**src/rtl/core/lprsd_pkg.sv**
```systemverilog
// Shared types and constants for the white PWM and serial RGB LED driver.
package lprsd_pkg;

  localparam logic OP_TICK  = 1'b0;
  localparam logic OP_FRAME = 1'b1;

  localparam int CFG_IDX_W = 3;
  localparam int CFG_DATA_W = 16;

  localparam logic [CFG_IDX_W-1:0] REG_PWM_TOP    = 3'd0;
  localparam logic [CFG_IDX_W-1:0] REG_DUTY_SCALE = 3'd1;
  localparam logic [CFG_IDX_W-1:0] REG_ONE_LOW    = 3'd2;
  localparam logic [CFG_IDX_W-1:0] REG_ONE_HIGH   = 3'd3;
  localparam logic [CFG_IDX_W-1:0] REG_ZERO_LOW   = 3'd4;
  localparam logic [CFG_IDX_W-1:0] REG_ZERO_HIGH  = 3'd5;

  localparam logic [15:0] PWM_TOP_RST    = 16'd1000;
  localparam logic [7:0]  DUTY_SCALE_RST = 8'd10;
  localparam logic [7:0]  ONE_LOW_RST    = 8'd10;
  localparam logic [7:0]  ONE_HIGH_RST   = 8'd9;
  localparam logic [7:0]  ZERO_LOW_RST   = 8'd4;
  localparam logic [7:0]  ZERO_HIGH_RST  = 8'd1;
  localparam logic [7:0]  LEVEL_RST      = 8'd2;

  localparam int COLOUR_W = 24;

  typedef struct packed {
    logic [15:0] pwm_top;
    logic [7:0]  duty_scale;
  } pwm_cfg_t;

  typedef struct packed {
    logic [7:0] one_low_ticks;
    logic [7:0] one_high_ticks;
    logic [7:0] zero_low_ticks;
    logic [7:0] zero_high_ticks;
  } ser_cfg_t;

  // One accepted word as seen by the state units.
  typedef struct packed {
    logic step;
    logic frame;
  } step_t;

endpackage

```
**src/rtl/core/lprsd_pwm.sv**
```systemverilog
// White-channel period counter, level bytes and duty compare.
module lprsd_pwm (
  input  logic                clk,
  input  logic                rst,
  input  lprsd_pkg::step_t    ctl,
  input  lprsd_pkg::pwm_cfg_t cfg,
  input  logic [7:0]          warm_level,
  input  logic [7:0]          neutral_level,
  input  logic [7:0]          cool_level,
  output logic                warm_on_next,
  output logic                neutral_on_next,
  output logic                cool_on_next
);

  logic [15:0] period_count, period_count_next;
  logic [7:0]  warm_byte, warm_byte_next;
  logic [7:0]  neutral_byte, neutral_byte_next;
  logic [7:0]  cool_byte, cool_byte_next;
  logic [15:0] warm_duty, neutral_duty, cool_duty;

  always_comb begin
    period_count_next = period_count;
    warm_byte_next    = warm_byte;
    neutral_byte_next = neutral_byte;
    cool_byte_next    = cool_byte;
    if (ctl.step) begin
      if (ctl.frame == lprsd_pkg::OP_FRAME) begin
        warm_byte_next    = warm_level;
        neutral_byte_next = neutral_level;
        cool_byte_next    = cool_level;
      end else if (period_count >= cfg.pwm_top) begin
        period_count_next = 16'd0;
      end else begin
        period_count_next = period_count + 16'd1;
      end
    end
  end

  assign warm_duty    = 16'(warm_byte_next) * 16'(cfg.duty_scale);
  assign neutral_duty = 16'(neutral_byte_next) * 16'(cfg.duty_scale);
  assign cool_duty    = 16'(cool_byte_next) * 16'(cfg.duty_scale);

  assign warm_on_next    = period_count_next < warm_duty;
  assign neutral_on_next = period_count_next < neutral_duty;
  assign cool_on_next    = period_count_next < cool_duty;

  always_ff @(posedge clk) begin
    if (rst) begin
      period_count <= 16'd0;
      warm_byte    <= lprsd_pkg::LEVEL_RST;
      neutral_byte <= lprsd_pkg::LEVEL_RST;
      cool_byte    <= lprsd_pkg::LEVEL_RST;
    end else begin
      period_count <= period_count_next;
      warm_byte    <= warm_byte_next;
      neutral_byte <= neutral_byte_next;
      cool_byte    <= cool_byte_next;
    end
  end

endmodule

```
**src/rtl/core/lprsd_ser.sv**
```systemverilog
// Serial RGB transmitter: stored colour, bit shifter and phase timer.
module lprsd_ser #(
  parameter int COLOUR_BITS = 24
) (
  input  logic                     clk,
  input  logic                     rst,
  input  lprsd_pkg::step_t         ctl,
  input  lprsd_pkg::ser_cfg_t      cfg,
  input  logic [lprsd_pkg::COLOUR_W-1:0] colour,
  output logic                     line_next,
  output logic                     busy_next
);

  localparam int BW = $clog2(COLOUR_BITS + 1);

  logic [lprsd_pkg::COLOUR_W-1:0] stored_colour, stored_colour_next;
  logic [COLOUR_BITS-1:0]         bit_shifter, bit_shifter_next;
  logic [BW-1:0]                  bits_left, bits_left_next;
  logic [7:0]                     phase_ticks, phase_ticks_next;
  logic                           in_high_phase, in_high_phase_next;
  logic                           colour_pending, colour_pending_next;
  logic [7:0]                     ticks_dec;
  logic                           start;

  function automatic logic [7:0] at_least_one(input logic [7:0] v);
    return (v == 8'd0) ? 8'd1 : v;
  endfunction

  always_comb begin
    stored_colour_next  = stored_colour;
    bit_shifter_next    = bit_shifter;
    bits_left_next      = bits_left;
    phase_ticks_next    = phase_ticks;
    in_high_phase_next  = in_high_phase;
    colour_pending_next = colour_pending;
    start               = 1'b0;
    ticks_dec           = (phase_ticks != 8'd0) ? phase_ticks - 8'd1 : 8'd0;
    if (ctl.step) begin
      if (ctl.frame == lprsd_pkg::OP_FRAME) begin
        if (colour != stored_colour) begin
          stored_colour_next = colour;
          if (bits_left == '0) begin
            start = 1'b1;
          end else begin
            colour_pending_next = 1'b1;
          end
        end
      end else if (bits_left != '0) begin
        phase_ticks_next = ticks_dec;
        if (ticks_dec == 8'd0) begin
          if (!in_high_phase) begin
            in_high_phase_next = 1'b1;
            phase_ticks_next = bit_shifter[COLOUR_BITS-1] ? at_least_one(cfg.one_high_ticks)
                                                         : at_least_one(cfg.zero_high_ticks);
          end else if (bits_left != BW'(1)) begin
            // advance to the next bit, low phase first
            bits_left_next     = bits_left - BW'(1);
            bit_shifter_next   = bit_shifter << 1;
            in_high_phase_next = 1'b0;
            phase_ticks_next = bit_shifter[COLOUR_BITS-2] ? at_least_one(cfg.one_low_ticks)
                                                         : at_least_one(cfg.zero_low_ticks);
          end else begin
            bits_left_next     = '0;
            bit_shifter_next   = '0;
            in_high_phase_next = 1'b0;
            phase_ticks_next   = 8'd0;
            start              = colour_pending;
          end
        end
      end
    end
    if (start) begin
      // colour fills the top of the word, padding bits go out as zeros
      bit_shifter_next    = COLOUR_BITS'(stored_colour_next) << (COLOUR_BITS - lprsd_pkg::COLOUR_W);
      bits_left_next      = BW'(COLOUR_BITS);
      colour_pending_next = 1'b0;
      in_high_phase_next  = 1'b0;
      phase_ticks_next = stored_colour_next[lprsd_pkg::COLOUR_W-1]
                         ? at_least_one(cfg.one_low_ticks) : at_least_one(cfg.zero_low_ticks);
    end
  end

  assign busy_next = bits_left_next != '0;
  assign line_next = busy_next ? in_high_phase_next : 1'b1;

  always_ff @(posedge clk) begin
    if (rst) begin
      stored_colour  <= '0;
      bit_shifter    <= '0;
      bits_left      <= '0;
      phase_ticks    <= 8'd0;
      in_high_phase  <= 1'b0;
      colour_pending <= 1'b0;
    end else begin
      stored_colour  <= stored_colour_next;
      bit_shifter    <= bit_shifter_next;
      bits_left      <= bits_left_next;
      phase_ticks    <= phase_ticks_next;
      in_high_phase  <= in_high_phase_next;
      colour_pending <= colour_pending_next;
    end
  end

endmodule

```
**src/rtl/core/led_pwm_and_rgb_serial_driver_top.sv**
```systemverilog
// Top level: config registers, input handshake, state units and result register.
//
//  channel | handshake             | payload
//  --------+-----------------------+------------------------------------------------
//  cfg     | cfg_valid / cfg_ready | cfg_index[2:0], cfg_data[15:0]
//  in      | in_valid / in_ready   | opcode, warm/neutral/cool_level, red/green/blue_in
//  out     | out_valid / out_ready | warm_on, neutral_on, cool_on, serial_line, serial_busy
//
// One word a cycle while the result is not stalled: each accepted word updates the PWM and
// serial state in the same cycle and its result lands in the output register on that edge.
// A new word is taken while the held result is being taken; a stalled result stops input.
// Config writes are taken whenever out of reset. Synchronous reset restores register
// defaults and holds both ready outputs low.
module led_pwm_and_rgb_serial_driver_top #(
  parameter int COLOUR_BITS = 24
) (
  input  logic                                clk,
  input  logic                                rst,
  input  logic                                cfg_valid,
  output logic                                cfg_ready,
  input  logic [lprsd_pkg::CFG_IDX_W-1:0]     cfg_index,
  input  logic [lprsd_pkg::CFG_DATA_W-1:0]    cfg_data,
  input  logic                                in_valid,
  output logic                                in_ready,
  input  logic                                opcode,
  input  logic [7:0]                          warm_level,
  input  logic [7:0]                          neutral_level,
  input  logic [7:0]                          cool_level,
  input  logic [7:0]                          red_in,
  input  logic [7:0]                          green_in,
  input  logic [7:0]                          blue_in,
  output logic                                out_valid,
  input  logic                                out_ready,
  output logic                                warm_on,
  output logic                                neutral_on,
  output logic                                cool_on,
  output logic                                serial_line,
  output logic                                serial_busy
);

  lprsd_pkg::pwm_cfg_t pwm_cfg;
  lprsd_pkg::ser_cfg_t ser_cfg;
  lprsd_pkg::step_t    ctl;
  logic warm_on_next, neutral_on_next, cool_on_next, line_next, busy_next;

  assign cfg_ready = !rst;
  assign in_ready  = !rst && (!out_valid || out_ready);
  assign ctl.step  = in_valid && in_ready;
  assign ctl.frame = opcode;

  always_ff @(posedge clk) begin
    if (rst) begin
      pwm_cfg.pwm_top         <= lprsd_pkg::PWM_TOP_RST;
      pwm_cfg.duty_scale      <= lprsd_pkg::DUTY_SCALE_RST;
      ser_cfg.one_low_ticks   <= lprsd_pkg::ONE_LOW_RST;
      ser_cfg.one_high_ticks  <= lprsd_pkg::ONE_HIGH_RST;
      ser_cfg.zero_low_ticks  <= lprsd_pkg::ZERO_LOW_RST;
      ser_cfg.zero_high_ticks <= lprsd_pkg::ZERO_HIGH_RST;
    end else if (cfg_valid) begin
      unique case (cfg_index)
        lprsd_pkg::REG_PWM_TOP:    pwm_cfg.pwm_top         <= cfg_data;
        lprsd_pkg::REG_DUTY_SCALE: pwm_cfg.duty_scale      <= cfg_data[7:0];
        lprsd_pkg::REG_ONE_LOW:    ser_cfg.one_low_ticks   <= cfg_data[7:0];
        lprsd_pkg::REG_ONE_HIGH:   ser_cfg.one_high_ticks  <= cfg_data[7:0];
        lprsd_pkg::REG_ZERO_LOW:   ser_cfg.zero_low_ticks  <= cfg_data[7:0];
        lprsd_pkg::REG_ZERO_HIGH:  ser_cfg.zero_high_ticks <= cfg_data[7:0];
        default: ;  // drop writes to unknown indexes
      endcase
    end
  end

  lprsd_pwm u_pwm (
    .clk             (clk),
    .rst             (rst),
    .ctl             (ctl),
    .cfg             (pwm_cfg),
    .warm_level      (warm_level),
    .neutral_level   (neutral_level),
    .cool_level      (cool_level),
    .warm_on_next    (warm_on_next),
    .neutral_on_next (neutral_on_next),
    .cool_on_next    (cool_on_next)
  );

  lprsd_ser #(
    .COLOUR_BITS (COLOUR_BITS)
  ) u_ser (
    .clk       (clk),
    .rst       (rst),
    .ctl       (ctl),
    .cfg       (ser_cfg),
    .colour    ({red_in, green_in, blue_in}),
    .line_next (line_next),
    .busy_next (busy_next)
  );

  always_ff @(posedge clk) begin
    if (rst) begin
      out_valid <= 1'b0;
    end else if (in_ready) begin
      out_valid <= in_valid;
    end
  end

  always_ff @(posedge clk) begin
    if (ctl.step) begin
      warm_on     <= warm_on_next;
      neutral_on  <= neutral_on_next;
      cool_on     <= cool_on_next;
      serial_line <= line_next;
      serial_busy <= busy_next;
    end
  end

endmodule

```
**config.mk**
```make
export PLATFORM = sky130hd
export DESIGN_NAME = led_pwm_and_rgb_serial_driver_top
export DESIGN_NICKNAME = d
export VERILOG_FILES = /design/src/rtl/core/lprsd_pkg.sv /design/src/rtl/core/lprsd_pwm.sv /design/src/rtl/core/lprsd_ser.sv /design/src/rtl/core/led_pwm_and_rgb_serial_driver_top.sv
export SDC_FILE = /design/constraint.sdc
export NUM_CORES = 1
export LEC_CHECK = 0
export ABC_CLOCK_PERIOD_IN_PS = 10500
export BUFFER_PORTS_ARGS = -buffer_cell sky130_fd_sc_hd__buf_2
export CAP_MARGIN = 20
export CORE_ASPECT_RATIO = 0.8
export CORE_MARGIN = 2
export CORE_UTILIZATION = 64
export DETAILED_ROUTE_END_ITERATION = 7
export GPL_ROUTABILITY_DRIVEN = 0
export HOLD_SLACK_MARGIN = 0.06
export PLACE_DENSITY = 0.9
export SYNTH_ARGS = -nofsm -noshare
export SYNTH_HDL_FRONTEND = slang
export SYNTH_HIERARCHICAL = 1
export SYNTH_SLANG_ARGS = --single-unit
```
**constraint.sdc**
```tcl
create_clock -name clk -period 10.5 [get_ports clk]
set_input_delay 0.525 -clock clk [delete_from_list [all_inputs] [get_ports clk]]
set_output_delay 0.525 -clock clk [all_outputs]
set_load 0.02 [all_outputs]
```
==> results.txt, run 1 <==
- Number of inserted filler cells in the final layout: 1,786
- Xor and xnor fraction of the mapped netlist area: 3.75%
- Setup violations remaining at the end of the flow were counted as 0.
- Ys async rst share: 0%
- The setup path with the least slack is of type in2reg.
* FMAX: 0.128 GHz
* Worst hold path class: in2reg
- Type of element capturing the critical path: register
- Sinks on Clock Net: about 170
* Number of unique standard cell types used by synthesis: 86
* Antenna violations before repair: 0
- After clock tree synthesis, the clock-pin slew on the worst setup and hold paths is about 0.080 ns.
* Global-route wire length before repair: 69.9 mm
* Fraction of the mapped netlist area in compound gates: around an eighth
- The flow ran to the end, and the final reports show no timing, DRC or antenna violations.
- The tool flagged a number of max-cap violations equal to 0.
- The routed layout has about 14,000 vias.
- The longest clock path from root to sink contains 2 buffers.
- The slowest stage of the critical path belongs to the cell sky130_fd_sc_hd__mux2i_1.
- The number of pins exceeding their max-slew limit in the final report was 0.
- The number of nets handed over by synthesis was 2,210.
* Pin count of the biggest net entering global routing: 79
- The initial utilization of the core area, before any placement, comes to 64.8%.
* Slew margin rel.: between 20% and 30%
- In this run the vertical extent of the chip is roughly 150 µm.
- Critical path arrival: 8.02 ns
- In this design, the stage delay of the slowest critical-path cell is 0.70 ns.
* Number of global-route vias before repair: roughly 14,000
- Final standard cell count with taps included and fillers excluded: between 2,000 and 2,500
* CTS Buf Count: 17
* Core box area: 25,200 µm²
- Most crowded layer after global routing: met2
- Fraction of the mapped netlist area in simple logic gates: 21.8%
* Library cell appearing most often on the critical path: sky130_fd_sc_hd__fa_1
- Leading cell types in the layout, fill and taps excluded: sky130_fd_sc_hd__inv_1, sky130_fd_sc_hd__nor2b_1, sky130_fd_sc_hd__ha_1
* Pwr per Cell Area: around 95 nW/µm²
* Number of DRC violations after detailed routing: 0
* Max rail drop VDD: approximately 0.00012 V
- Adding up every negative setup slack in the final design gives 0 ns.
- The floorplan has 52 rows.
* Share of the yosys chip area belonging to registers: roughly 20%
* Post-CTS Setup Inserts: 0
* Min Tclk post-route: about 8 ns
* Net total in the final layout: between 2,000 and 2,500
* Synth top area cells: sky130_fd_sc_hd__dfxtp_1, sky130_fd_sc_hd__ha_1, sky130_fd_sc_hd__fa_1, sky130_fd_sc_hd__mux2i_1, sky130_fd_sc_hd__nor2b_1
- Mux share of post-synthesis cell area: 7.38%
- The repair_antennas step left the layout with diodes totalling 0.
- Met1 Track Usage GR: roughly 42%
* Via-per-instance ratio: about 6.3
* Worst clock skew on the final layout: around 0.011 ns
- Mean cell area of the mapped netlist: 8.82 µm²
- Post-synth EDFFs: 5
* Mean routed wirelength per cell: about 19 µm
- TritonCTS built the clock tree.
* Multi-input gate area: about 12,000 µm²
- Unrepaired setup endpoints after global routing: false
* Top Ports: 81
- At the later pin of the worst-skew pair, clock insertion delay measures between 0.4 and 0.5 ns.
- Post-CTS repair changed the size of 0 cells.
- Routing usage on met3: roughly 6.5%
* Clock Tree Root: sky130_fd_sc_hd__clkbuf_16
- Summed over all layers, the routed wires come to between 40 and 50 mm.
- Of the post-synthesis cell area, the dominant cell type holds about a fifth.
- Flops & latches, synth: about 170
* Final total power: 1.66 mW
- Die X: about 180 µm
- The first detailed-routing pass took 6 iterations.
* Total placed cells including tap cells: roughly 2,200
* Post-route clock period utilization: between 70% and 80%
* Element type at the critical path start: input port
- Total global routing track utilization: approximately 32%
- Die area: 26,900 µm²
- After global routing the overflow that remains totals 0.
- Registers take 3350 µm².
- In the synthesized netlist, the number of instances is 1,856.
- Post-synthesis cell type with the largest combined area: sky130_fd_sc_hd__dfxtp_1
- From synthesis to final layout, the design area changed by 7.28%.
- The detailed router finished its first iteration with 1,368 violations.
- In this run, post-CTS hold repair placed 0 buffers.
* Mapped cell area: 16,400 µm²
- The tightest hold path in the finished design has a slack of 0.292 ns.
* Slew at the pin with the worst max-slew slack: 1.11 ns
- Yosys synthesis warning count: 6
- Global routing used between 50% and 60% of the available met2 tracks.
* Fraction of the mapped netlist area in adder cells: a little over a quarter
* Post-DP HPWL: 31.2 mm
- In the synthesized netlist the dominant register cell turns out to be sky130_fd_sc_hd__dfxtp_1.
* CTS H-tree depth: 4
- Commonest non-fill, non-tap cell in the layout: sky130_fd_sc_hd__inv_1
* Count of antenna-violating nets left after detailed routing: 0
- In this run the static leakage power is 8.10 nW.
- By area, the combinational part of the netlist is dominated by adder cells.
* Port-buffer cells: 80
- Maximum fanout along the worst path: between 70 and 80
- The post-route netlist has about 9% of its cells at a drive strength greater than 1.
- Endpoints failing hold: 0
- Data on the critical path is required at its endpoint by ~11 ns.
## flip-flops by register name, indices dropped and copies added (netlist names), 5 cells and up
register             flops
pwm_cfg                 24
ser_cfg                 32
u_pwm/cool_byte          8
u_pwm/neutral_byte       8
u_pwm/period_count      16
u_pwm/warm_byte          8
u_ser/bit_shifter       24
u_ser/bits_left          5
u_ser/phase_ticks        8
u_ser/stored_colour     24
## report_power, final
group / switching [mW] / internal (mW) / leakage, nW
Combinational: 0.202 / 0.122 / 6.46
Sequential: 0.0180 / 0.647 / 1.34
Clock: 0.311 / 0.364 / 0.314
## per-stage QoR
step / utilization [%] / worst slack (ns) / area [µm²]
2_1_floorplan: - / 2.51 / 16400
3_3_place_gp: 67.0 / 2.66 / 16900
3_5_place_dp: 67.0 / 2.37 / 16900
4_1_cts: 69.6 / 2.80 / 17600
5_1_grt: 69.6 / 2.25 / 17600
6_report: 69.6 / 2.69 / 17600
## cell type report
cell class | instances | share of cell area [%]
multi-input cells | 1413 | 67.9
flip-flops and latches | 165 | 19.1
inverters | 189 | 4.04
repair buffers | 98 | 3.06
clock buffers | 19 | 2.64
well taps | 324 | 2.31
clock inverters | 13 | 0.997
## critical path: cells and delay by family
kind	cells	cell delay (ns)
AOI/OAI and AO/OA	6	1.13
xor gates and xnor gates	1	0.13
adders and majority gates	6	2.84
and+or+nand+nor	8	1.79
buffers and inverters	4	0.85
muxes	1	0.70
## logic make-up (layout without fill, tap and decap cells)
logic type	after synthesis	in the layout
simple gates	631	631
compound gates	311	311
fa+ha+maj	281	281
buf+inv	278	319
flops	165	165
mux	120	120
xor+xnor	70	70
## final timing paths
| path | slack, ns | cells after the start | end | from |
|---|---|---|---|---|
| max | 2.69 | 26 | cool_on$_DFFE_PP_ | rst |
| min | 0.29 | 2 | out_valid$_SDFFE_PP0P_ | in_valid |
| max reg2reg | 2.77 | 26 | cool_on$_DFFE_PP_ | out_valid$_SDFFE_PP0P_ |
| min reg2reg | 0.48 | 2 | pwm_cfg[22]$_SDFFE_PP0P_ | pwm_cfg[22]$_SDFFE_PP0P_ |
## cells in the mapped netlist, drive strengths merged (8+ instances only)
master,count
inv,189
ha,173
nor2b,173
dfxtp,160
nor2,123
mux2i,117
fa,108
nand2b,102
nand2,80
o21ai,68
a21oi,64
clkbuf,51
xor2,44
buf,38
nand3,29
o21a,27
xnor2,26
nor3,24
nor4,20
nand4,18
o22ai,17
a32oi,16
a211oi,14
a21o,14
a2111oi,13
o41ai,13
o211ai,12
a31oi,10
or3,9
a21boi,8
or4,8
## layer usage
layer | wire, µm | up-vias
li1 | - | 6428
met1 | 17500 | 6847
met2 | 20100 | 694
met3 | 3740 | 112
met4 | 1170 | 0
met5 | 0 | -
(Power assumes the default switching activity.)
==> run 2: changes to the inputs <==
--- a/config.mk
+++ b/config.mk
@@ -5,7 +5,8 @@
 export SDC_FILE = /design/constraint.sdc
 export NUM_CORES = 1
 export LEC_CHECK = 0
-export ABC_CLOCK_PERIOD_IN_PS = 10500
+export ABC_AREA = 1
+export ABC_CLOCK_PERIOD_IN_PS = 7200
 export BUFFER_PORTS_ARGS = -buffer_cell sky130_fd_sc_hd__buf_2
 export CAP_MARGIN = 20
 export CORE_ASPECT_RATIO = 0.8
==> constraint.sdc (replaced) <==
create_clock -name clk -period 7.2 [get_ports clk]
set_input_delay 0.36 -clock clk [delete_from_list [all_inputs] [get_ports clk]]
set_output_delay 0.36 -clock clk [all_outputs]
set_load 0.02 [all_outputs]
==> run 2 against run 1 <==
Clock skew increased by 0.0094 ns. Wire length decreased by 1.5%. Global-route usage increased by 0.51 points. Hold slack lost 0.16 ns. Sequential share of layout area up 0.65 points. Power increased by 51%. Register-to-register slack lost 2.3 ns. Sequential cell count unchanged. Via count increased by 5.2%. Critical path depth increased by 2. First-iteration DRC count grew 15%. Clock-buffer cell count unchanged. Highest routed layer unchanged.
==> results.txt, run 2 <==
- The violation count after the first detailed-route iteration is 1,576 (+15%).
- The number of flip-flops in the largest register is 32 (unchanged).
* Element type at the critical path start: register
- The post-route DRC violation count is 0 (unchanged).
- TritonCTS built the clock tree.
- The number of global-route vias before repair came to 14,400 (+0.13%).
- The sum of negative setup slack was 0 ns (unchanged).
- Clock latency at the later pin of the worst-skew pair: 0.45 ns (about the same)
* Leakage: 8.45 nW (+4.2%)
- The switching component of the power was 0.812 mW (+53%).
- Post-synth EDFFs: 5 (unchanged)
- The I/O pin count was 81 (unchanged).
- Via-per-instance ratio: 5.82 (-8.3%)
* Maximum fanout along the worst path: 18 (-77%)
- The signal arrival time at the worst endpoint was 6.98 ns (-1.04 ns).
* Largest Register: ser_cfg
- Yosys top cell area share: 20.3% (+0.77 points)
- CTS H-tree depth: 4 (unchanged)
- The relative contribution of the clock network to total power was 37.6% (-3.0 points).
* Delay of the slowest cell on the worst path: 0.58 ns (-0.12 ns)
- The largest net degree at the start of global routing came to 93 (+18%).
* Die area: 25,900 µm² (-3.7%)
- Unrepaired setup endpoints after global routing: false
- The netlist area before placement came to 15,800 µm² (-3.8%).
- The endpoint required time on the critical path is 7.41 ns (-3.29 ns).
- Capture point of the worst path: neutral_on$_DFFE_PP_
* Most instantiated cells after synthesis: sky130_fd_sc_hd__nor2_1, sky130_fd_sc_hd__nand2_1, sky130_fd_sc_hd__inv_1
- Number of inserted filler cells in the final layout: 1,812 (+1.5%)
- Library cell appearing most often on the critical path: sky130_fd_sc_hd__inv_1
- Max-capacitance violation count: 0 (unchanged)
- Derived from the worst setup path, the maximum achievable clock frequency is ~0.15 GHz.
* Share of cells above drive strength 1: 9.29% (+0.43 points)
* Antenna diode count: 0 (unchanged)
- Sequential group share of total power: 38.5% (-1.5 points)
- The biggest area contributor in the post-synthesis netlist is sky130_fd_sc_hd__dfxtp_1.
- Die boundary height: 144 µm (-1.8%)
- Total count of max-transition violations in the final report: 0 (unchanged)
- Number of unique standard cell types used by synthesis: 49 (-43%)
- In the post-synthesis netlist, the biggest area contributors are sky130_fd_sc_hd__dfxtp_1, sky130_fd_sc_hd__ha_1, sky130_fd_sc_hd__fa_1, sky130_fd_sc_hd__nor2_1, sky130_fd_sc_hd__nand2_1.
* Ys async rst share: 0% (unchanged)
- WHS Path Cells: 3 (+1)
- The switching part of the total power was 32.3% (+0.45 points).
- Antenna violations before repair: 0 (unchanged)
- Type of element capturing the critical path: register
* Leading register cell type out of synthesis: sky130_fd_sc_hd__dfxtp_1
* Fin Hold WS: 0.134 ns (-0.158 ns)
* Sinks on Clock Net: 165 (unchanged)
* Mean routed wirelength per cell: 16.4 µm (-14%)
- Die X: 179 µm (-1.9%)
- By startpoint and endpoint, the worst setup path is classified as reg2reg.
* Slew at the pin with the worst max-slew slack: 1.06 ns (-0.0567 ns)
- The maximum VDD drop was 0.000171 V (+43%).
- The synthesized netlist cell count was 2,165 (+17%).
- The synthesis warning total is 6 (unchanged).
- Largest buffer count on any clock path: 2 (unchanged)
- Clock-pin slew on the worst setup and hold paths: 0.08 ns (about the same)
* Status: completed
* Core Rows: 51 (-1.9%)
- The combinational cell fraction of total power came to 23.9% (+4.5 points).
- The quantity of hold-fixing buffers added after cts came to 0 (unchanged).
- Routed wire length: 41.9 mm (-1.5%)
- Total global routing overflow: 0 (unchanged)
- Pwr per Cell Area: 148 nW/µm² (+56%)
- For this design, the slowest cell found on the critical path is sky130_fd_sc_hd__o21ai_1.
- Port-buffer cells: 80 (unchanged)
* Internal cell power: 1.70 mW (+50%)
- Clock Tree Root: sky130_fd_sc_hd__clkbuf_16
* Min Tclk post-route: 6.77 ns
* Critical Path Start: out_valid$_SDFFE_PP0P_
- Most frequent cell after synthesis: sky130_fd_sc_hd__nor2_1
- The library cell used most frequently in the layout, excluding fill and tap cells, is sky130_fd_sc_hd__nor2_1.
- The startpoint identified for the worst register-to-register timing path is out_valid$_SDFFE_PP0P_.
- Share of the yosys chip area belonging to registers: 21.3% (+0.80 points)
- CTS Buf Count: 17 (unchanged)
- The final critical path takes up approximately 94% of the cycle.
* Post-CTS Setup Inserts: 0 (unchanged)
- The register bit total from synthesis came to 165 (unchanged).
- The number of iterations in the first detailed-routing pass is 6 (unchanged).
- The number of nets at the end of the flow was 2,570 (+15%).
* Area overhead of the layout relative to synthesis: 7.82%
* Reg2reg path depth: 28 (+7.7%)
- The tightest min-delay check is of the in2reg type.
* Total global routing track utilization: 32.6% (+0.51 points)
- The per-instance average area after synthesis is 7.28 µm² (-18%).
- The total vias in the final route is 14,800 (+5.2%).
- Leading cell types in the layout, fill and taps excluded: sky130_fd_sc_hd__nor2_1, sky130_fd_sc_hd__nand2_1, sky130_fd_sc_hd__inv_1
- Endpoint of the most critical register-to-register path: neutral_on$_DFFE_PP_
- Post-synthesis net count: 2,519 (+14%)
- Post-DP HPWL: 31.2 mm (-0.15%)
- Endpoints failing hold: 0 (unchanged)
- Core box area: 24,200 µm² (-3.9%)
- Slew margin rel.: 29.5% (+3.8 points)
* FF-to-FF setup slack: 0.43 ns (-2.34 ns)
- The count of cells resized by post-cts repair was 0 (unchanged).
- The starting utilization of the core area came to 65.0% (+0.12 points).
- The count of endpoints failing setup in the final report came to 0 (unchanged).
* Global-route wire length before repair: 68.4 mm (-2.1%)
- Count of antenna-violating nets left after detailed routing: 0 (unchanged)
* Worst clock skew on the final layout: 0.0202 ns (+0.00941 ns)
-- run 2: layout make-up --
type / instances / area, µm² / share of cell area [%]
multi-input combinational: 1613 / 10900 / 64.1
sequential: 165 / 3350 / 19.7
inverter: 323 / 1220 / 7.17
timing repair buffer: 96 / 543 / 3.20
clock buffer: 19 / 433 / 2.55
tap: 318 / 398 / 2.34
clock inverter: 13 / 159 / 0.935
-- run 2: worst min-delay path by stage --
stage | to | slack [ns] | startpoint
2_1_floorplan | out_valid$_SDFFE_PP0P_ | 0.43 | rst
3_3_place_gp | u_ser/colour_pending$_SDFFE_PP0P_ | 0.45 | u_ser/colour_pending$_SDFFE_PP0P_
3_5_place_dp | pwm_cfg[16]$_SDFFE_PP1P_ | 0.47 | pwm_cfg[16]$_SDFFE_PP1P_
4_1_cts | pwm_cfg[16]$_SDFFE_PP1P_ | 0.13 | cfg_data[8]
5_1_grt | pwm_cfg[16]$_SDFFE_PP1P_ | 0.14 | cfg_data[8]
6_report | pwm_cfg[16]$_SDFFE_PP1P_ | 0.13 | cfg_data[8]
-- run 2: critical path: cells and delay by family (launching register included) --
kind	cells	cell delay, ns
AOI/OAI and AO/OA	5	1.25
xor gates and xnor gates	1	0.16
adders and majority gates	6	2.72
buffers and inverters	6	0.71
DFF	1	0.31
and+or+nand+nor	10	1.38
-- run 2: metal layers --
layer / up-vias / global-route usage [%] / wire length, µm
met5: - / 0 / 0
met4: 0 / 12.6 / 1230
met3: 128 / 8.54 / 4860
met2: 887 / 51.9 / 18600
met1: 6863 / 42.7 / 17200
li1: 6937 / - / -
-- run 2: per-stage QoR --
step                util [%]  cells  setup slack, ns  cell area (µm²)  total power, mW
detailed placement      67.5   2513            0.445            16400             1.56
global placement        67.5   2513            0.824            16400             1.53
finish                  70.1   2547            0.427            17000             2.51
CTS                     70.0   2545            0.616            17000             2.50
global route            70.1   2547           0.0242            17000             2.62
floorplan                  -   2165            0.603            15800             1.40
-- run 2: cells by family after synthesis --
kind of cell,after synthesis,synth area share (%)
buffers and inverters,387,9.70
adders and majority gates,281,27.5
muxes,21,2.68
and+or+nand+nor,991,26.3
xor gates and xnor gates,70,3.89
AOI/OAI and AO/OA,250,8.65
DFF,165,21.3
-- run 2: power groups by stage --
stage	clock network, mW	registers (mW)	logic, mW
6_report	0.944	0.967	0.601
5_1_grt	0.985	0.969	0.669
4_1_cts	0.951	0.966	0.586
3_5_place_dp	0	0.986	0.576
3_3_place_gp	0	0.985	0.548
2_1_floorplan	0	0.982	0.421
